**src/design/qcp_pkg.sv**
```systemverilog
// ----------------------------------------------------------------------------
// qcp_pkg: shared definitions for the quarter circle point generator
// Constants, widths, the controller state type and the command and status
// structs that pass between the controller and the datapath.
// ----------------------------------------------------------------------------
`default_nettype none

package qcp_pkg;

  // Largest radius; larger requests saturate to it.
  localparam int MAX_RADIUS   = 44;
  // Number of octant heights that can be stored.
  localparam int OCTANT_DEPTH = 32;

  // Field and internal widths.
  localparam int COORD_W = 6;
  localparam int ADDR_W  = $clog2(OCTANT_DEPTH);
  localparam int CNT_W   = $clog2(OCTANT_DEPTH + 1);
  localparam int DEC_W   = 10;
  localparam int Y_W     = COORD_W + 1;

  // Decision variable constants of the midpoint recurrence.
  localparam int DEC_INIT      = 3;
  localparam int DEC_STEP_INC  = 6;
  localparam int DEC_STEP_DIAG = 10;

  // Controller states.
  typedef enum logic [1:0] {
    ST_IDLE,
    ST_WALK,
    ST_MIR_FETCH,
    ST_MIR_EMIT
  } qcp_state_e;

  // Commands from the controller to the datapath.
  typedef struct packed {
    logic load;       // take a new radius and start the walk
    logic walk_step;  // emit the current octant point and advance
    logic mir_fetch;  // read the last stored height
    logic mir_emit;   // emit the mirrored point and read the next one
  } qcp_cmd_t;

  // Status from the datapath to the controller.
  typedef struct packed {
    logic walk_more;   // x is not above y and the store has room
    logic count_zero;  // mirror pass is on its last entry
    logic slot_free;   // output register can take a point this cycle
  } qcp_status_t;

endpackage

`default_nettype wire

```
**src/design/qcp_radius_if.sv**
```systemverilog
// ----------------------------------------------------------------------------
// qcp_radius_if: radius input channel
// Valid/ready channel that carries one radius per transaction.
// ----------------------------------------------------------------------------
`default_nettype none

interface qcp_radius_if;
  logic                        valid;
  logic                        ready;
  logic [qcp_pkg::COORD_W-1:0] radius;

  modport source (output valid, output radius, input ready);
  modport sink   (input valid, input radius, output ready);
endinterface

`default_nettype wire

```
**src/design/qcp_point_if.sv**
```systemverilog
// ----------------------------------------------------------------------------
// qcp_point_if: raster point output channel
// Valid/ready channel that carries one point per transaction.
// ----------------------------------------------------------------------------
`default_nettype none

interface qcp_point_if;
  logic                        valid;
  logic                        ready;
  logic [qcp_pkg::COORD_W-1:0] point_x;
  logic [qcp_pkg::COORD_W-1:0] point_y;
  logic                        last_point;

  modport source (output valid, output point_x, output point_y, output last_point,
                  input ready);
  modport sink   (input valid, input point_x, input point_y, input last_point,
                  output ready);
endinterface

`default_nettype wire

```
**src/design/quarter_circle_points.sv**
```systemverilog
// ----------------------------------------------------------------------------
// quarter_circle_points: raster points of a quarter circle
// Takes one radius per transaction and emits the points of a quarter circle
// with the midpoint decision variable, octant first, then its mirror image.
//
//   channel    modport  direction  payload
//   radius_i   sink     in         radius
//   point_o    source   out        point_x, point_y, last_point
//
// A radius with n octant points (n at most 32) gives 2n point transactions.
// From acceptance to the next acceptance the radius passes through the idle
// state that takes the radius, n walk steps, a walk state that ends the walk,
// one store read before the mirror pass and n mirror steps; the registered
// read of the height store sets the extra read step.
// A new radius is accepted only while idle; a stalled output holds the whole
// walk or mirror pass. Reset is asynchronous and needs no clearing pass.
// ----------------------------------------------------------------------------
`default_nettype none

module quarter_circle_points (
  input  wire logic       clk_i,
  input  wire logic       rst_ni,
  qcp_radius_if.sink      radius_i,
  qcp_point_if.source     point_o
);

  qcp_pkg::qcp_cmd_t    cmd;
  qcp_pkg::qcp_status_t status;
  logic                 in_ready;
  logic                 pt_valid;
  logic                 pt_last;
  logic [qcp_pkg::COORD_W-1:0] pt_x, pt_y;

  // Sequencing controller.
  qcp_ctrl u_ctrl (
    .clk_i      (clk_i),
    .rst_ni     (rst_ni),
    .in_valid_i (radius_i.valid),
    .in_ready_o (in_ready),
    .status_i   (status),
    .cmd_o      (cmd)
  );

  // Coordinate datapath with height store and output register.
  qcp_datapath u_datapath (
    .clk_i         (clk_i),
    .rst_ni        (rst_ni),
    .radius_i      (radius_i.radius),
    .cmd_i         (cmd),
    .status_o      (status),
    .point_ready_i (point_o.ready),
    .point_valid_o (pt_valid),
    .point_x_o     (pt_x),
    .point_y_o     (pt_y),
    .last_point_o  (pt_last)
  );

  // Channel connections.
  assign radius_i.ready     = in_ready;
  assign point_o.valid      = pt_valid;
  assign point_o.point_x    = pt_x;
  assign point_o.point_y    = pt_y;
  assign point_o.last_point = pt_last;

endmodule

`default_nettype wire

```
**src/design/qcp_ram.sv**
```systemverilog
// ----------------------------------------------------------------------------
// qcp_ram: generic single-port RAM
// One access per cycle, write or read, with registered read data that holds
// until the next read.
// ----------------------------------------------------------------------------
`default_nettype none

module qcp_ram #(
  parameter int WIDTH = 8,
  parameter int DEPTH = 32
) (
  input  wire logic                     clk_i,
  input  wire logic                     we_i,
  input  wire logic                     re_i,
  input  wire logic [$clog2(DEPTH)-1:0] addr_i,
  input  wire logic [WIDTH-1:0]         wdata_i,
  output logic      [WIDTH-1:0]         rdata_o
);

  logic [WIDTH-1:0] mem_q [DEPTH];
  logic [WIDTH-1:0] rdata_q;

  // Storage array and read register.
  always_ff @(posedge clk_i) begin
    if (we_i) begin
      mem_q[addr_i] <= wdata_i;
    end
    if (re_i) begin
      rdata_q <= mem_q[addr_i];
    end
  end

  assign rdata_o = rdata_q;

endmodule

`default_nettype wire

```
**src/design/qcp_ctrl.sv**
```systemverilog
// ----------------------------------------------------------------------------
// qcp_ctrl: sequencing controller
// Steps through idle, the octant walk and the mirror pass, and issues at most
// one command per cycle to the datapath.
// ----------------------------------------------------------------------------
`default_nettype none

module qcp_ctrl (
  input  wire logic                 clk_i,
  input  wire logic                 rst_ni,
  input  wire logic                 in_valid_i,
  output logic                      in_ready_o,
  input  wire qcp_pkg::qcp_status_t status_i,
  output qcp_pkg::qcp_cmd_t         cmd_o
);

  qcp_pkg::qcp_state_e state_q, state_d;

  // State register.
  always_ff @(posedge clk_i or negedge rst_ni) begin
    if (!rst_ni) begin
      state_q <= qcp_pkg::ST_IDLE;
    end else begin
      state_q <= state_d;
    end
  end

  // Next state and commands.
  always_comb begin
    state_d    = state_q;
    cmd_o      = '0;
    in_ready_o = 1'b0;
    unique case (state_q)
      qcp_pkg::ST_IDLE: begin
        in_ready_o = 1'b1;
        if (in_valid_i) begin
          cmd_o.load = 1'b1;
          state_d    = qcp_pkg::ST_WALK;
        end
      end
      qcp_pkg::ST_WALK: begin
        // The first point past the diagonal is dropped, no slot needed.
        if (!status_i.walk_more) begin
          state_d = qcp_pkg::ST_MIR_FETCH;
        end else if (status_i.slot_free) begin
          cmd_o.walk_step = 1'b1;
        end
      end
      qcp_pkg::ST_MIR_FETCH: begin
        cmd_o.mir_fetch = 1'b1;
        state_d         = qcp_pkg::ST_MIR_EMIT;
      end
      qcp_pkg::ST_MIR_EMIT: begin
        if (status_i.slot_free) begin
          cmd_o.mir_emit = 1'b1;
          if (status_i.count_zero) begin
            state_d = qcp_pkg::ST_IDLE;
          end
        end
      end
      default: begin
        state_d = qcp_pkg::ST_IDLE;
      end
    endcase
  end

  // The mirror fetch is only entered from the walk.
  a_fetch_after_walk: assert property (@(posedge clk_i) disable iff (!rst_ni)
    (state_q == qcp_pkg::ST_MIR_FETCH) |-> $past(state_q) == qcp_pkg::ST_WALK)
    else $error("mirror fetch not entered from the walk");

  // A new walk always starts with a point to emit.
  a_load_from_idle: assert property (@(posedge clk_i) disable iff (!rst_ni)
    cmd_o.load |=> (state_q == qcp_pkg::ST_WALK && status_i.walk_more))
    else $error("new walk did not start with a point to emit");

  // Only one command at a time.
  a_one_cmd: assert property (@(posedge clk_i) disable iff (!rst_ni)
    $onehot0({cmd_o.load, cmd_o.walk_step, cmd_o.mir_fetch, cmd_o.mir_emit}))
    else $error("more than one datapath command");

endmodule

`default_nettype wire

```
**src/design/qcp_datapath.sv**
```systemverilog
// ----------------------------------------------------------------------------
// qcp_datapath: midpoint circle datapath
// Holds the walk coordinates, the decision variable, the point counter, the
// height store and the output register.
// ----------------------------------------------------------------------------
`default_nettype none

module qcp_datapath (
  input  wire logic                                 clk_i,
  input  wire logic                                 rst_ni,
  input  wire logic        [qcp_pkg::COORD_W-1:0]   radius_i,
  input  wire qcp_pkg::qcp_cmd_t                    cmd_i,
  output qcp_pkg::qcp_status_t                      status_o,
  input  wire logic                                 point_ready_i,
  output logic                                      point_valid_o,
  output logic             [qcp_pkg::COORD_W-1:0]   point_x_o,
  output logic             [qcp_pkg::COORD_W-1:0]   point_y_o,
  output logic                                      last_point_o
);

  localparam int DEC_W = qcp_pkg::DEC_W;

  logic        [qcp_pkg::COORD_W-1:0] x_q, x_d;
  logic signed [qcp_pkg::Y_W-1:0]     y_q, y_d;
  logic signed [DEC_W-1:0]            dec_q, dec_d;
  logic        [qcp_pkg::CNT_W-1:0]   cnt_q, cnt_d;
  logic        [qcp_pkg::CNT_W-1:0]   cnt_m1;

  logic        [qcp_pkg::COORD_W-1:0] rad_sat;
  logic signed [DEC_W-1:0]            dec_init, x_ext, y_ext, dec_inc, dec_diag;

  logic                               out_valid_q, out_valid_d;
  logic        [qcp_pkg::COORD_W-1:0] out_x_q, out_y_q;
  logic                               out_last_q;

  logic                               ram_we, ram_re;
  logic        [qcp_pkg::ADDR_W-1:0]  ram_addr;
  logic        [qcp_pkg::COORD_W-1:0] ram_rdata;

  // Radius saturation and starting decision value 3 - 2r.
  assign rad_sat  = (radius_i > qcp_pkg::COORD_W'(qcp_pkg::MAX_RADIUS))
                  ? qcp_pkg::COORD_W'(qcp_pkg::MAX_RADIUS) : radius_i;
  assign dec_init = $signed(DEC_W'(qcp_pkg::DEC_INIT))
                  - $signed(DEC_W'({rad_sat, 1'b0}));

  // Decision updates for the straight and the diagonal step.
  assign x_ext    = $signed(DEC_W'(x_q));
  assign y_ext    = DEC_W'(y_q);
  assign dec_inc  = dec_q + (x_ext <<< 2) + $signed(DEC_W'(qcp_pkg::DEC_STEP_INC));
  assign dec_diag = dec_q + ((x_ext - y_ext) <<< 2)
                  + $signed(DEC_W'(qcp_pkg::DEC_STEP_DIAG));

  assign cnt_m1 = cnt_q - 1'b1;

  // Status toward the controller.
  assign status_o.walk_more  = ($signed({1'b0, x_q}) <= y_q)
                             && (cnt_q < qcp_pkg::CNT_W'(qcp_pkg::OCTANT_DEPTH));
  assign status_o.count_zero = (cnt_q == '0);
  assign status_o.slot_free  = !out_valid_q || point_ready_i;

  // Walk registers and the shared point counter.
  always_comb begin
    x_d   = x_q;
    y_d   = y_q;
    dec_d = dec_q;
    cnt_d = cnt_q;
    if (cmd_i.load) begin
      x_d   = '0;
      y_d   = qcp_pkg::Y_W'(rad_sat);
      dec_d = dec_init;
      cnt_d = '0;
    end else if (cmd_i.walk_step) begin
      x_d   = x_q + 1'b1;
      cnt_d = cnt_q + 1'b1;
      if (dec_q < 0) begin
        dec_d = dec_inc;
      end else begin
        dec_d = dec_diag;
        y_d   = y_q - 1'b1;
      end
    end else if (cmd_i.mir_fetch || (cmd_i.mir_emit && !status_o.count_zero)) begin
      cnt_d = cnt_m1;
    end
  end

  always_ff @(posedge clk_i or negedge rst_ni) begin
    if (!rst_ni) begin
      x_q   <= '0;
      y_q   <= '0;
      dec_q <= '0;
      cnt_q <= '0;
    end else begin
      x_q   <= x_d;
      y_q   <= y_d;
      dec_q <= dec_d;
      cnt_q <= cnt_d;
    end
  end

  // Height store: written during the walk, read back in reverse.
  assign ram_we   = cmd_i.walk_step;
  assign ram_re   = cmd_i.mir_fetch || (cmd_i.mir_emit && !status_o.count_zero);
  assign ram_addr = cmd_i.walk_step ? cnt_q[qcp_pkg::ADDR_W-1:0]
                                    : cnt_m1[qcp_pkg::ADDR_W-1:0];

  qcp_ram #(
    .WIDTH (qcp_pkg::COORD_W),
    .DEPTH (qcp_pkg::OCTANT_DEPTH)
  ) u_heights (
    .clk_i   (clk_i),
    .we_i    (ram_we),
    .re_i    (ram_re),
    .addr_i  (ram_addr),
    .wdata_i (y_q[qcp_pkg::COORD_W-1:0]),
    .rdata_o (ram_rdata)
  );

  // Output register.
  always_comb begin
    out_valid_d = out_valid_q;
    if (cmd_i.walk_step || cmd_i.mir_emit) begin
      out_valid_d = 1'b1;
    end else if (point_ready_i) begin
      out_valid_d = 1'b0;
    end
  end

  always_ff @(posedge clk_i or negedge rst_ni) begin
    if (!rst_ni) begin
      out_valid_q <= 1'b0;
    end else begin
      out_valid_q <= out_valid_d;
    end
  end

  always_ff @(posedge clk_i) begin
    if (cmd_i.walk_step) begin
      out_x_q    <= x_q;
      out_y_q    <= y_q[qcp_pkg::COORD_W-1:0];
      out_last_q <= 1'b0;
    end else if (cmd_i.mir_emit) begin
      out_x_q    <= ram_rdata;
      out_y_q    <= cnt_q[qcp_pkg::COORD_W-1:0];
      out_last_q <= status_o.count_zero;
    end
  end

  assign point_valid_o = out_valid_q;
  assign point_x_o     = out_x_q;
  assign point_y_o     = out_y_q;
  assign last_point_o  = out_last_q;

  // The counter never passes the store depth.
  a_cnt_range: assert property (@(posedge clk_i) disable iff (!rst_ni)
    cnt_q <= qcp_pkg::CNT_W'(qcp_pkg::OCTANT_DEPTH))
    else $error("point counter beyond store depth");

  // The walk stops at most one row below zero.
  a_y_floor: assert property (@(posedge clk_i) disable iff (!rst_ni)
    y_q >= -7'sd1)
    else $error("walk y fell below minus one");

  // A point is only loaded into a free output slot.
  a_emit_slot: assert property (@(posedge clk_i) disable iff (!rst_ni)
    (cmd_i.walk_step || cmd_i.mir_emit) |-> status_o.slot_free)
    else $error("point loaded over a pending transaction");

  // A walk step is only issued while the octant has points left.
  a_step_valid: assert property (@(posedge clk_i) disable iff (!rst_ni)
    cmd_i.walk_step |-> status_o.walk_more)
    else $error("walk step issued past the octant end");

endmodule

`default_nettype wire
```
**src/flat_wrapper.sv**
```systemverilog
// flat-port wrapper written by rule: the top's interface ports become plain ports
module quarter_circle_points_flat 
  (clk_i, rst_ni, radius_i_valid, radius_i_radius, radius_i_ready, point_o_valid, point_o_point_x, point_o_point_y, point_o_last_point, point_o_ready);
  qcp_radius_if radius_i_i ();
  qcp_point_if point_o_i ();
  input  wire logic clk_i;
  input  wire logic rst_ni;
  input wire logic [$bits(radius_i_i.valid)-1:0] radius_i_valid;
  input wire logic [$bits(radius_i_i.radius)-1:0] radius_i_radius;
  output wire logic [$bits(radius_i_i.ready)-1:0] radius_i_ready;
  output wire logic [$bits(point_o_i.valid)-1:0] point_o_valid;
  output wire logic [$bits(point_o_i.point_x)-1:0] point_o_point_x;
  output wire logic [$bits(point_o_i.point_y)-1:0] point_o_point_y;
  output wire logic [$bits(point_o_i.last_point)-1:0] point_o_last_point;
  input wire logic [$bits(point_o_i.ready)-1:0] point_o_ready;
  assign radius_i_i.valid = radius_i_valid;
  assign radius_i_i.radius = radius_i_radius;
  assign radius_i_ready = radius_i_i.ready;
  assign point_o_valid = point_o_i.valid;
  assign point_o_point_x = point_o_i.point_x;
  assign point_o_point_y = point_o_i.point_y;
  assign point_o_last_point = point_o_i.last_point;
  assign point_o_i.ready = point_o_ready;
  quarter_circle_points u_core (.clk_i(clk_i), .rst_ni(rst_ni), .radius_i(radius_i_i), .point_o(point_o_i));
endmodule
```
**config.mk**
```make
export PLATFORM = sky130hd
export DESIGN_NAME = quarter_circle_points_flat
export DESIGN_NICKNAME = d
export VERILOG_FILES = /design/src/design/qcp_pkg.sv /design/src/design/qcp_radius_if.sv /design/src/design/qcp_point_if.sv /design/src/design/quarter_circle_points.sv /design/src/design/qcp_ram.sv /design/src/design/qcp_ctrl.sv /design/src/design/qcp_datapath.sv /design/src/flat_wrapper.sv
export SDC_FILE = /design/constraint.sdc
export NUM_CORES = 1
export LEC_CHECK = 0
export BUFFER_PORTS_ARGS = -buffer_cell sky130_fd_sc_hd__buf_4
export CORE_AREA = 2 2 117 232
export DETAILED_ROUTE_END_ITERATION = 10
export DIE_AREA = 0 0 119 234
export SLEW_MARGIN = 25
export SYNTH_ARGS = -nofsm -noshare
export SYNTH_HDL_FRONTEND = slang
export SYNTH_SLANG_ARGS = --single-unit
```
**constraint.sdc**
```tcl
create_clock -name clk_i -period 4.9 [get_ports clk_i]
set_clock_uncertainty 0.05 [all_clocks]
set_input_delay 0.735 -clock clk_i [delete_from_list [all_inputs] [get_ports clk_i]]
set_output_delay 0.735 -clock clk_i [all_outputs]
set_load 0.03 [all_outputs]
```
# Word level (Yosys, flattened, before mapping)
# Memory sizes are Yosys's and may differ from the RTL's. A register that Yosys moved wholly into a read port is not among the register bits.
# Index checks and enable logic that the tools add are counted.
[word_totals]
ff_bits = 45
out_inout_bits = 15
word_cells = 81
ram_bits = 192
mem_count = 1
[memory_table]
columns = ["memory", "depth", "word_bits", "read_ports", "rd_clocked_by_memory_dff", "wr", "line", "rtl"]
rows = [
  ["u_core.u_datapath.u_heights.mem_q", 32, 6, 1, 1, 1, "qcp_ram.sv:20", "logic [WIDTH-1:0] mem_q [DEPTH];"],
]
[op_classes]
n_lt_le_gt_ge = 4
add_sub_neg = 10
reduce_logical = 15
mux = 34
n_eq_ne = 8
[op_table]
columns = ["operator", "count"]
rows = [
  ["$mux W6", 10],
  ["$mux W10", 3],
  ["$mux W7", 3],
  ["$add A6 B1 Y6 const B", 2],
  ["$mux W1", 12],
  ["$add A10 B10 Y10", 1],
  ["$add A10 B4 Y10 const B", 1],
  ["$add A10 B5 Y10 const B", 1],
  ["$add A10 B9 Y10", 1],
  ["$lt A10 B1 Y1 const B", 1],
  ["$mux W2", 4],
  ["$pmux W2 S4", 1],
  ["$sub A2 B7 Y8 const A", 1],
  ["$sub A7 B7 Y8", 1],
  ["$le A7 B7 Y1", 1],
  ["$sub A7 B1 Y7 const B", 1],
  ["$gt A6 B6 Y1 const B", 1],
  ["$logic_not A6 Y1", 1],
  ["$lt A6 B6 Y1 const B", 1],
  ["$ne A2 B2 Y1 const B", 3],
  ["$reduce_bool A2 Y1", 3],
  ["$sub A6 B1 Y6 const B", 1],
  ["$mux W5", 1],
  ["$eq A2 B2 Y1 const B", 2],
  ["other kinds (9)", 14],
]

# Longest topological paths before layout
# Gate-level depths: netlist of run 1.
[depth]
word_depth = 9
ltp_mapped = 16

# By module
# A second synthesis of run 1 with hierarchy kept.
[unflattened]
hier_cells = 820
area_unflattened_um2 = 11230.8
[modules_own_cells]
columns = ["module", "cells_per_inst", "area_per_inst_um2", "seq_area_each_um2", "n_inst"]
rows = [
  ["qcp_ram", 447, 7806.2, 5945.7, 1],
  ["qcp_datapath", 356, 3254.4, 1106.1, 1],
  ["qcp_ctrl", 17, 170.2, 50.0, 1],
]

# Worst setup path before layout of run 1
# No wires, ideal clock.
[synth_timing]
path_type = "reg2reg"
from = "register u_core.u_datapath.y_q[0] (netlist name)"
to = "register u_core.u_datapath.dec_q[9]"
stages_incl_launch_ff = 16
synth_period_minus_slack_ns = 3.584
t_required_ns = 4.783
slack_ns = 1.316
arrival_ns = 3.468
setup_ns = 0.067
n_path_buf = 0
cell_sequence = "dfrtp_1 > ha_1 > inv_1 > fa_1 > inv_1 > ha_1 > inv_1 > ha_1 > a21o_1 > a21oi_1 > nor2b_1 > o21a_1 > o41a_1 > xnor2_1 > o211ai_1 > o311a_1"
[synth_via]
elab_chain_len = 6
elab_cells_between_ends = 11
cone_classes = "add/sub (3); order compare (1); mux (5); reduce/logical (2)"
[synth_rtl]
columns = ["element", "line", "rtl"]
rows = [
  ["from (decl)", "qcp_datapath.sv:24", "logic signed [qcp_pkg::Y_W-1:0] y_q, y_d;"],
  ["from (signal assigned)", "qcp_datapath.sv:94", "y_q <= y_d;"],
  ["$sub A7 B7 Y8", "qcp_datapath.sv:50", "assign dec_diag = dec_q + ((x_ext - y_ext) <<< 2)"],
  ["$add A10 B10 Y10", "qcp_datapath.sv:50", ""],
  ["$add A10 B5 Y10", "qcp_datapath.sv:51", "+ $signed(DEC_W'(qcp_pkg::DEC_STEP_DIAG));"],
  ["$mux W10", "qcp_datapath.sv:75", "if (dec_q < 0) begin"],
  ["$mux W10", "qcp_datapath.sv:72", "end else if (cmd_i.walk_step) begin"],
  ["$mux W10", "qcp_datapath.sv:67", "if (cmd_i.load) begin"],
  ["to (signal assigned)", "qcp_datapath.sv:90", "dec_q <= '0;"],
  ["to (signal assigned)", "qcp_datapath.sv:95", "dec_q <= dec_d;"],
  ["to (decl)", "qcp_datapath.sv:25", "logic signed [DEC_W-1:0] dec_q, dec_d;"],
]
# Several ways; a longest one is shown, not always the timed one. The select of a mux whose other input is x is not followed.
# A chain may end at the register's enable or synchronous reset.

# Worst setup path after layout of run 1
[layout_timing]
from = "register u_core.u_datapath.x_q[0] (netlist name)"
to = "register u_core.u_datapath.u_heights.rdata_q[3] (netlist: u_core.u_datapath.u_heights.rdata_o[3]) (read register of u_core.u_datapath.u_heights.mem_q), data pin"
[layout_via]
elab_chain_len = 5
[layout_rtl]
columns = ["element", "line", "rtl"]
rows = [
  ["from (decl)", "qcp_datapath.sv:23", "logic [qcp_pkg::COORD_W-1:0] x_q, x_d;"],
  ["from (signal assigned)", "qcp_datapath.sv:88", "x_q <= '0;"],
  ["from (signal assigned)", "qcp_datapath.sv:93", "x_q <= x_d;"],
  ["$le A7 B7 Y1", "qcp_datapath.sv:56", "assign status_o.walk_more = ($signed({1'b0, x_q}) <= y_q)"],
  ["$logic_and A1 B1 Y1", "qcp_datapath.sv:57", "&& (cnt_q < qcp_pkg::CNT_W'(qcp_pkg::OCTANT_DEPTH));"],
  ["$mux W1", "qcp_ctrl.sv:43", "if (!status_i.walk_more) begin"],
  ["$mux W1", "qcp_ctrl.sv:33", "unique case (state_q)"],
  ["$mux W5", "qcp_datapath.sv:103", "assign ram_addr = cmd_i.walk_step ? cnt_q[qcp_pkg::ADDR_W-1:0]"],
  ["to (decl)", "qcp_ram.sv:21", "logic [WIDTH-1:0] rdata_q;"],
]
# No other way between the ends.

==> impl_metrics.env, run 1 <==
export IMPL_grt_max_degree=49
export IMPL_clk_path_buf_depth=3
export IMPL_cts_htree_levels=1
export IMPL_yosysTopAreaCellShare=0.5476
export IMPL_cts_resized=0
export IMPL_slew_headroom=0.4522
export IMPL_std_cell_rows=84
export IMPL_grt_pass1_vias=7930
export IMPL_nets=969
export IMPL_grt_pass1_wl_mm=48.19
export IMPL_multi_input_area_mm2=0.004091
export IMPL_cts_buffers=21
export IMPL_layout_drive_gt1_share=0.1123
export IMPL_hpwlAfterDp_mm=23.11
export IMPL_core_area_mm2=0.02617
export IMPL_hold_viol_final=0
export IMPL_die_x_um=119
export IMPL_power_share_combinational=0.520
export IMPL_yosys_area_top_type="edfxtp_1"
export IMPL_fin_crit_sh=0.9110
export IMPL_seq_area_mm2=0.007102
export IMPL_track_usage=0.2347
export IMPL_ys_types=67
export IMPL_seqPwrFrac=0.315
export IMPL_tightest_slew_ps=814.2
export IMPL_ys_warn_count=0
export IMPL_n_fill_cell=2302
export IMPL_route_vias_total=7743
export IMPL_drc_errors=0
export IMPL_clk_latency_ps=510
export IMPL_ios=25
export IMPL_clockPowerShare=0.164
export IMPL_drv_slew=0
export IMPL_critPathCaptureType="register"
export IMPL_synth_edf_count=210
export IMPL_synth_main_ff_cell="edfxtp_1"
export IMPL_postSynthCellCount=899
export IMPL_p_sw_uw=4102
export IMPL_drt_wl_total_mm=32.52
export IMPL_portBuffers=24
export IMPL_die_area_mm2=0.02785
export IMPL_ys_ff_latch=242
export IMPL_hold_class="input port to asynchronous set/reset pin"
export IMPL_critPathLaunchType="register"
export IMPL_max_clock_freq_mhz=224.0
export IMPL_required_ps=5070
export IMPL_synth_nets=954
export IMPL_utilization=0.4862
export IMPL_yosysSeqAreaShare=0.6168
export IMPL_avgSynthCellArea_um2=12.81
export IMPL_synthArstFlopShare=0.1281
export IMPL_viasPerCell=6.097
export IMPL_wl_per_cell_um=25.60
export IMPL_post_dp_cell_area_mm2=0.01211
export IMPL_final_min_clock_period_ps=4464
export IMPL_stdcell_area_mm2=0.01272
export IMPL_synth_common_cells="edfxtp_1, a22oi_1, nor2_1, nand2_1, a31oi_1"
export IMPL_cap_violations=0
export IMPL_postCtsHoldBufs=0
export IMPL_yosysMostFrequentCell="edfxtp_1"
export IMPL_vdd_ir_drop_max_mv=0.3351
export IMPL_clk_pin_slew_worst_paths_ps=80
export IMPL_syn_area_mm2=0.01151
export IMPL_overflow=0
export IMPL_status="finished clean"
export IMPL_crit_type="register to register"
export IMPL_final_setup_tns_ps=0
export IMPL_synthTopCellsByArea="edfxtp_1, a22oi_1, dfrtp_1, ha_1, a31oi_1"
export IMPL_power_leakage_uw=0.004319
export IMPL_n_antenna_cell=0
export IMPL_start_util=0.4400
export IMPL_power_density_mw_per_mm2=741.8
export IMPL_die_h_um=234
export IMPL_setup_violations_final=0
export IMPL_rsz0062_at_grt="false"
export IMPL_ant_nets=0
export IMPL_antenna_found_initial=0
export IMPL_arrival_ps=4630
export IMPL_post_cts_setup_buffer_count=0
export IMPL_swShare=0.4346
export IMPL_critPathMaxFanout=35
export IMPL_gp_congestion=0.8721
export IMPL_syn2layout_area_growth_pct=10.51
export IMPL_firstDrtPassIters=5
export IMPL_cts_tree="done"
export IMPL_drt_initial_drc_count=686
export IMPL_internal_power_uw=5336
export IMPL_cts_sinks=242
export IMPL_root_buffer="clkbuf_16"
==> worst max-delay path, cell delays in order, from the launching register on <==
cell	delay [ps]
dfrtp_1	420
inv_1	130
ha_1	190
inv_1	60
fa_1	430
a211oi_2	340
o31ai_4	130
a21oi_4	340
buf_4	430
or3_1	230
o32a_1	450
a31oi_1	150
nor4_1	710
nand2_1	90
==> power by group through the flow <==
stage | sequential (uW) | clock, uW | combinational, uW
after floorplan | 3170 | 0 | 3210
after global placement | 3010 | 0 | 4840
after detailed placement | 3020 | 0 | 4900
after CTS | 2970 | 1580 | 4920
after global routing | 3000 | 1650 | 5340
final | 2970 | 1550 | 4910
==> sequential cells by signal, indices dropped and copies added (netlist names) <==
name and flops:
u_core.u_ctrl.state_q 2, u_core.u_datapath.cnt_q 6, u_core.u_datapath.dec_q 9, u_core.u_datapath.last_point_o 1, u_core.u_datapath.point_valid_o 1, u_core.u_datapath.point_x_o 6
u_core.u_datapath.point_y_o 6, u_core.u_datapath.u_heights.mem_q 192, u_core.u_datapath.u_heights.rdata_o 6, u_core.u_datapath.x_q 6, u_core.u_datapath.y_q 7
==> final cells by class <==
cell class	instances	area share
inverters	31	0.009145
repair buffers	44	0.02891
flip-flops and latches	242	0.5581
well taps	344	0.03383
clock inverters	10	0.005998
clock buffers	25	0.04248
multi-input cells	574	0.3215
==> layout by cell type (no fill, tap or decap), types with 4 or more instances in the layout <==
cell and n:
edfxtp_1 210, a22oi_1 136, nor2_1 65, nand2_1 55, a31oi_1 50, ha_1 42, buf_4 41, a21oi_1 33
dfrtp_1 31, inv_1 30, o21ai_0 23, xnor2_1 22, clkbuf_16 21, nor4_1 13, xor2_1 11, nor3_1 9
a22oi_2 8, a21o_1 7, nand3_1 7, clkinv_1 7, nand4_1 5, o211ai_1 5, a211oi_1 5, nand2b_1 4
or3_1 4, nor3_4 4, a32o_1 4, a21oi_2 4, clkbuf_1 4
==> per-stage QoR <==
stage / power, uW / instances / setup WS, ps / hold WS (ps)
after global placement: 7855 / 1235 / 571.9 / 431.1
after floorplan: 6377 / 899 / 1316 / 389.4
final: 9439 / 1270 / 435.9 / 113.4
after CTS: 9471 / 1270 / 464.5 / 124.5
after detailed placement: 7920 / 1235 / 518.6 / 416.1
after global routing: 9990 / 1270 / 298.1 / 148.7
==> routing by layer <==
metal / up-vias / GRT usage / share of wire
met3: 101 / 0.02335 / 0.029
li1: 3552 / - / -
met5: - / 0 / 0
met2: 225 / 0.4625 / 0.57
met1: 3865 / 0.2142 / 0.32
met4: 0 / 0.1827 / 0.088
==> cells by family after synthesis <==
logic type	Yosys count	share of synthesized area
mux	3	0.002608
xor+xnor	33	0.02510
compound gates	306	0.1957
flops	242	0.6168
buf+inv	83	0.03140
simple gates	187	0.07758
fa+ha+maj	45	0.05085
==> worst paths after layout <==
path                       slack, ps                      startpoint                                endpoint  cells after the start
setup / recovery                 440        u_core.u_datapath.x_q[0]  u_core.u_datapath.u_heights.rdata_o[3]                     13
hold / removal                   110                          rst_ni                u_core.u_datapath.y_q[2]                      1
setup reg to reg                 440        u_core.u_datapath.x_q[0]  u_core.u_datapath.u_heights.rdata_o[3]                     13
hold reg to reg                  420  u_core.u_datapath.last_point_o          u_core.u_datapath.last_point_o                      2
max in group asynchronous       4340                          rst_ni              u_core.u_datapath.dec_q[9]                      1
min in group clk_i               420  u_core.u_datapath.last_point_o          u_core.u_datapath.last_point_o                      2
(Power assumes the default switching activity.)
==> run 2: changes to the inputs <==
ABC_AREA = 1   (was default)
CORE_AREA = 2 2 119 236   (was 2 2 117 232)
DIE_AREA = 0 0 121 238   (was 0 0 119 234)
==> run 2 against run 1 <==
Via count is 13% higher. Die area is 3.4% higher. Sequential share of layout area is 1.9 points lower. Utilization is 0.34 points higher. Flip-flop and latch count stayed put. Wire length is 0.87% lower. Highest routed layer unchanged.
==> impl_metrics.env, run 2 <==
export IMPL_cts_buffers=21
export IMPL_synthTopCellsByArea="edfxtp_1, nand2_1, dfrtp_1, nand3_1, ha_1"
export IMPL_synth_edf_count=210
export IMPL_cts_tree="done"
export IMPL_post_cts_setup_buffer_count=0
export IMPL_die_x_um=121
export IMPL_synth_nets=1318
export IMPL_synthArstFlopShare=0.1281
export IMPL_yosysMostFrequentCell="nand2_1"
export IMPL_cp_slowest_cell="nand2_4"
export IMPL_start_util=0.4452
export IMPL_grt_pass1_vias=8754
export IMPL_core_area_mm2=0.02691
export IMPL_met2_usage=0.4513
export IMPL_path_cells="inv_1, ha_1, inv_1, fa_1, nand2_1, nand2_1, nand3_1, nand2_1, nand2_2, nand3_4, nand2_4, nand2_2, buf_12, nand2_1, nand2_1, nand2_1, nand2_1, nand2_1, nand2_1, nor2_1, nand2_1"
export IMPL_final_common_cell="nand2_1"
export IMPL_arrival_ps=4150
export IMPL_ys_warn_count=0
export IMPL_critPathCaptureType="register"
export IMPL_ys_types=41
export IMPL_clk_path_buf_depth=3
export IMPL_synth_main_ff_cell="edfxtp_1"
export IMPL_yosys_area_top_type="edfxtp_1"
export IMPL_postSynthCellCount=1263
export IMPL_hpwlAfterDp_mm=22.20
export IMPL_yosysTopAreaCellShare=0.5264
export IMPL_max_stage_delay_ps=550
export IMPL_grt_max_degree=97
export IMPL_grt_pass1_wl_mm=49.14
export IMPL_track_usage=0.2285
export IMPL_avgSynthCellArea_um2=9.486
export IMPL_clk_pin_slew_worst_paths_ps=70
export IMPL_firstDrtPassIters=5
export IMPL_std_cell_rows=85
export IMPL_reg2reg_from="u_core.u_datapath.x_q[0]"
export IMPL_drt_initial_drc_count=560
export IMPL_overflow=0
export IMPL_largest_register_ffs=192
export IMPL_drv_slew=0
export IMPL_reg2reg_slack_ps=970
export IMPL_drt_wl_total_mm=32.24
export IMPL_grt_met1_usage=0.2261
export IMPL_yosysSeqAreaShare=0.5928
export IMPL_layout_drive_gt1_share=0.07680
export IMPL_gp_congestion=0.8998
export IMPL_cts_sinks=242
export IMPL_grt_busiest_layer="met2"
export IMPL_cts_htree_levels=1
export IMPL_antenna_found_initial=0
export IMPL_wl_per_cell_um=19.69
export IMPL_syn_area_mm2=0.01198
export IMPL_crit_type="register to register"
export IMPL_cap_violations=0
export IMPL_ant_nets=0
export IMPL_clk_latency_ps=520
export IMPL_portBuffers=24
export IMPL_max_clock_freq_mhz=254.6
export IMPL_hold_class="input port to asynchronous set/reset pin"
export IMPL_postCtsHoldBufs=0
export IMPL_slew_headroom=0.4871
export IMPL_tightest_slew_ps=769.4
export IMPL_met3_usage=0.02151
export IMPL_critPathMaxFanout=96
export IMPL_die_area_mm2=0.02880
export IMPL_final_min_clock_period_ps=3928
export IMPL_critPathLaunchType="register"
export IMPL_crit_family="simple AND/OR/NAND/NOR gates"
export IMPL_ys_ff_latch=242
export IMPL_cts_resized=0
export IMPL_die_h_um=238
export IMPL_syn2layout_area_growth_pct=9.974
export IMPL_synth_common_cells="nand2_1, edfxtp_1, nand3_1, nor2_1, inv_1"
export IMPL_nets=1331
export IMPL_rsz0062_at_grt="false"
export IMPL_r2r_cells=21
export IMPL_reg2reg_to="u_core.u_datapath.u_heights.rdata_o[3]"
export IMPL_top_regs="u_core.u_datapath.u_heights.mem_q x192, u_core.u_datapath.dec_q x9, u_core.u_datapath.y_q x7"
export IMPL_crit_top_cell="nand2_1"
export IMPL_drc_errors=0
export IMPL_crit_buf_inv=3
export IMPL_layout_cells_most_common_list="nand2_1, edfxtp_1, nand3_1"
export IMPL_route_vias_total=8712
export IMPL_n_antenna_cell=0
export IMPL_regMostFlops="u_core.u_datapath.u_heights.mem_q"
export IMPL_final_setup_tns_ps=0
export IMPL_status="finished clean"
export IMPL_required_ps=5120
export IMPL_hold_viol_final=0
export IMPL_ios=25
export IMPL_fin_crit_sh=0.8017
export IMPL_viasPerCell=5.322
export IMPL_root_buffer="clkbuf_16"
export IMPL_setup_violations_final=0
## run 2: changes by cell type after synthesis, sizes merged, moves of 12 or more
cell / before / now
buf: 21 / 33
nand2: 56 / 507
nor2: 65 / 85
a22oi: 144 / 1
clkbuf: 31 / 17
o21ai: 27 / 49
nand3: 7 / 119
a31oi: 50 / 8
xnor2: 22 / 4
nor4: 15 / 2
inv: 30 / 83
## run 2: worst max-delay path by stage
stage / startpoint / to / depth (start not counted)
finish: u_core.u_datapath.x_q[0] / u_core.u_datapath.u_heights.rdata_o[3] / 21
global route: u_core.u_datapath.x_q[0] / u_core.u_datapath.u_heights.rdata_o[3] / 21
CTS: u_core.u_datapath.x_q[0] / u_core.u_datapath.u_heights.rdata_o[2] / 21
detailed placement: u_core.u_datapath.x_q[0] / u_core.u_datapath.u_heights.rdata_o[3] / 21
global placement: u_core.u_datapath.x_q[0] / u_core.u_datapath.u_heights.rdata_o[2] / 21
floorplan: u_core.u_datapath.y_q[0] / u_core.u_datapath.u_heights.mem_q[5][0] / 17
## run 2: logic make-up (layout without fill, tap and decap cells)
group,after synthesis,after routing,share of synthesized area
simple gates,727,727,0.2515
flops,242,242,0.5928
buf+inv,133,159,0.04731
compound gates,99,99,0.04700
fa+ha+maj,45,45,0.04888
xor+xnor,16,16,0.01170
mux,1,1,0.0008355
## run 2: cell type report
type / instances / area, um2
Inverter: 83 / 311.5
Timing Repair Buffer: 40 / 316.6
Clock inverter: 14 / 152.6
Multi-Input combinational cell: 888 / 4328
Sequential cell: 242 / 7102
Clock buffer: 22 / 529.3
Fill cell: 2507 / 13730
Tap cell: 348 / 435.4
## run 2: routing by layer
| metal | up-vias | wire (um) |
|---|---|---|
| met2 | 253 | 18530 |
| li1 | 4228 | - |
| met4 | 0 | 1779 |
| met1 | 4154 | 10810 |
| met5 | - | 0 |
| met3 | 77 | 1113 |
## run 2: through the flow
stage / instance area (um2) / hold WS [ps] / util / cells / worst slack, ps
final: 13180 / 101.9 / 0.4897 / 1637 / 971.8
after detailed placement: 12490 / 436.9 / 0.4642 / 1601 / 1010
after global placement: 12490 / 443.9 / 0.4642 / 1601 / 1042
after CTS: 13170 / 116.9 / 0.4895 / 1637 / 1002
after global routing: 13180 / 133.4 / 0.4897 / 1637 / 671.5
after floorplan: 11980 / 389.4 / - / 1263 / 1547
Power of run 2 is left out: the tool's default activity adds up to more than one toggle a clock period on the data nets, which glitch-free logic cannot reach.
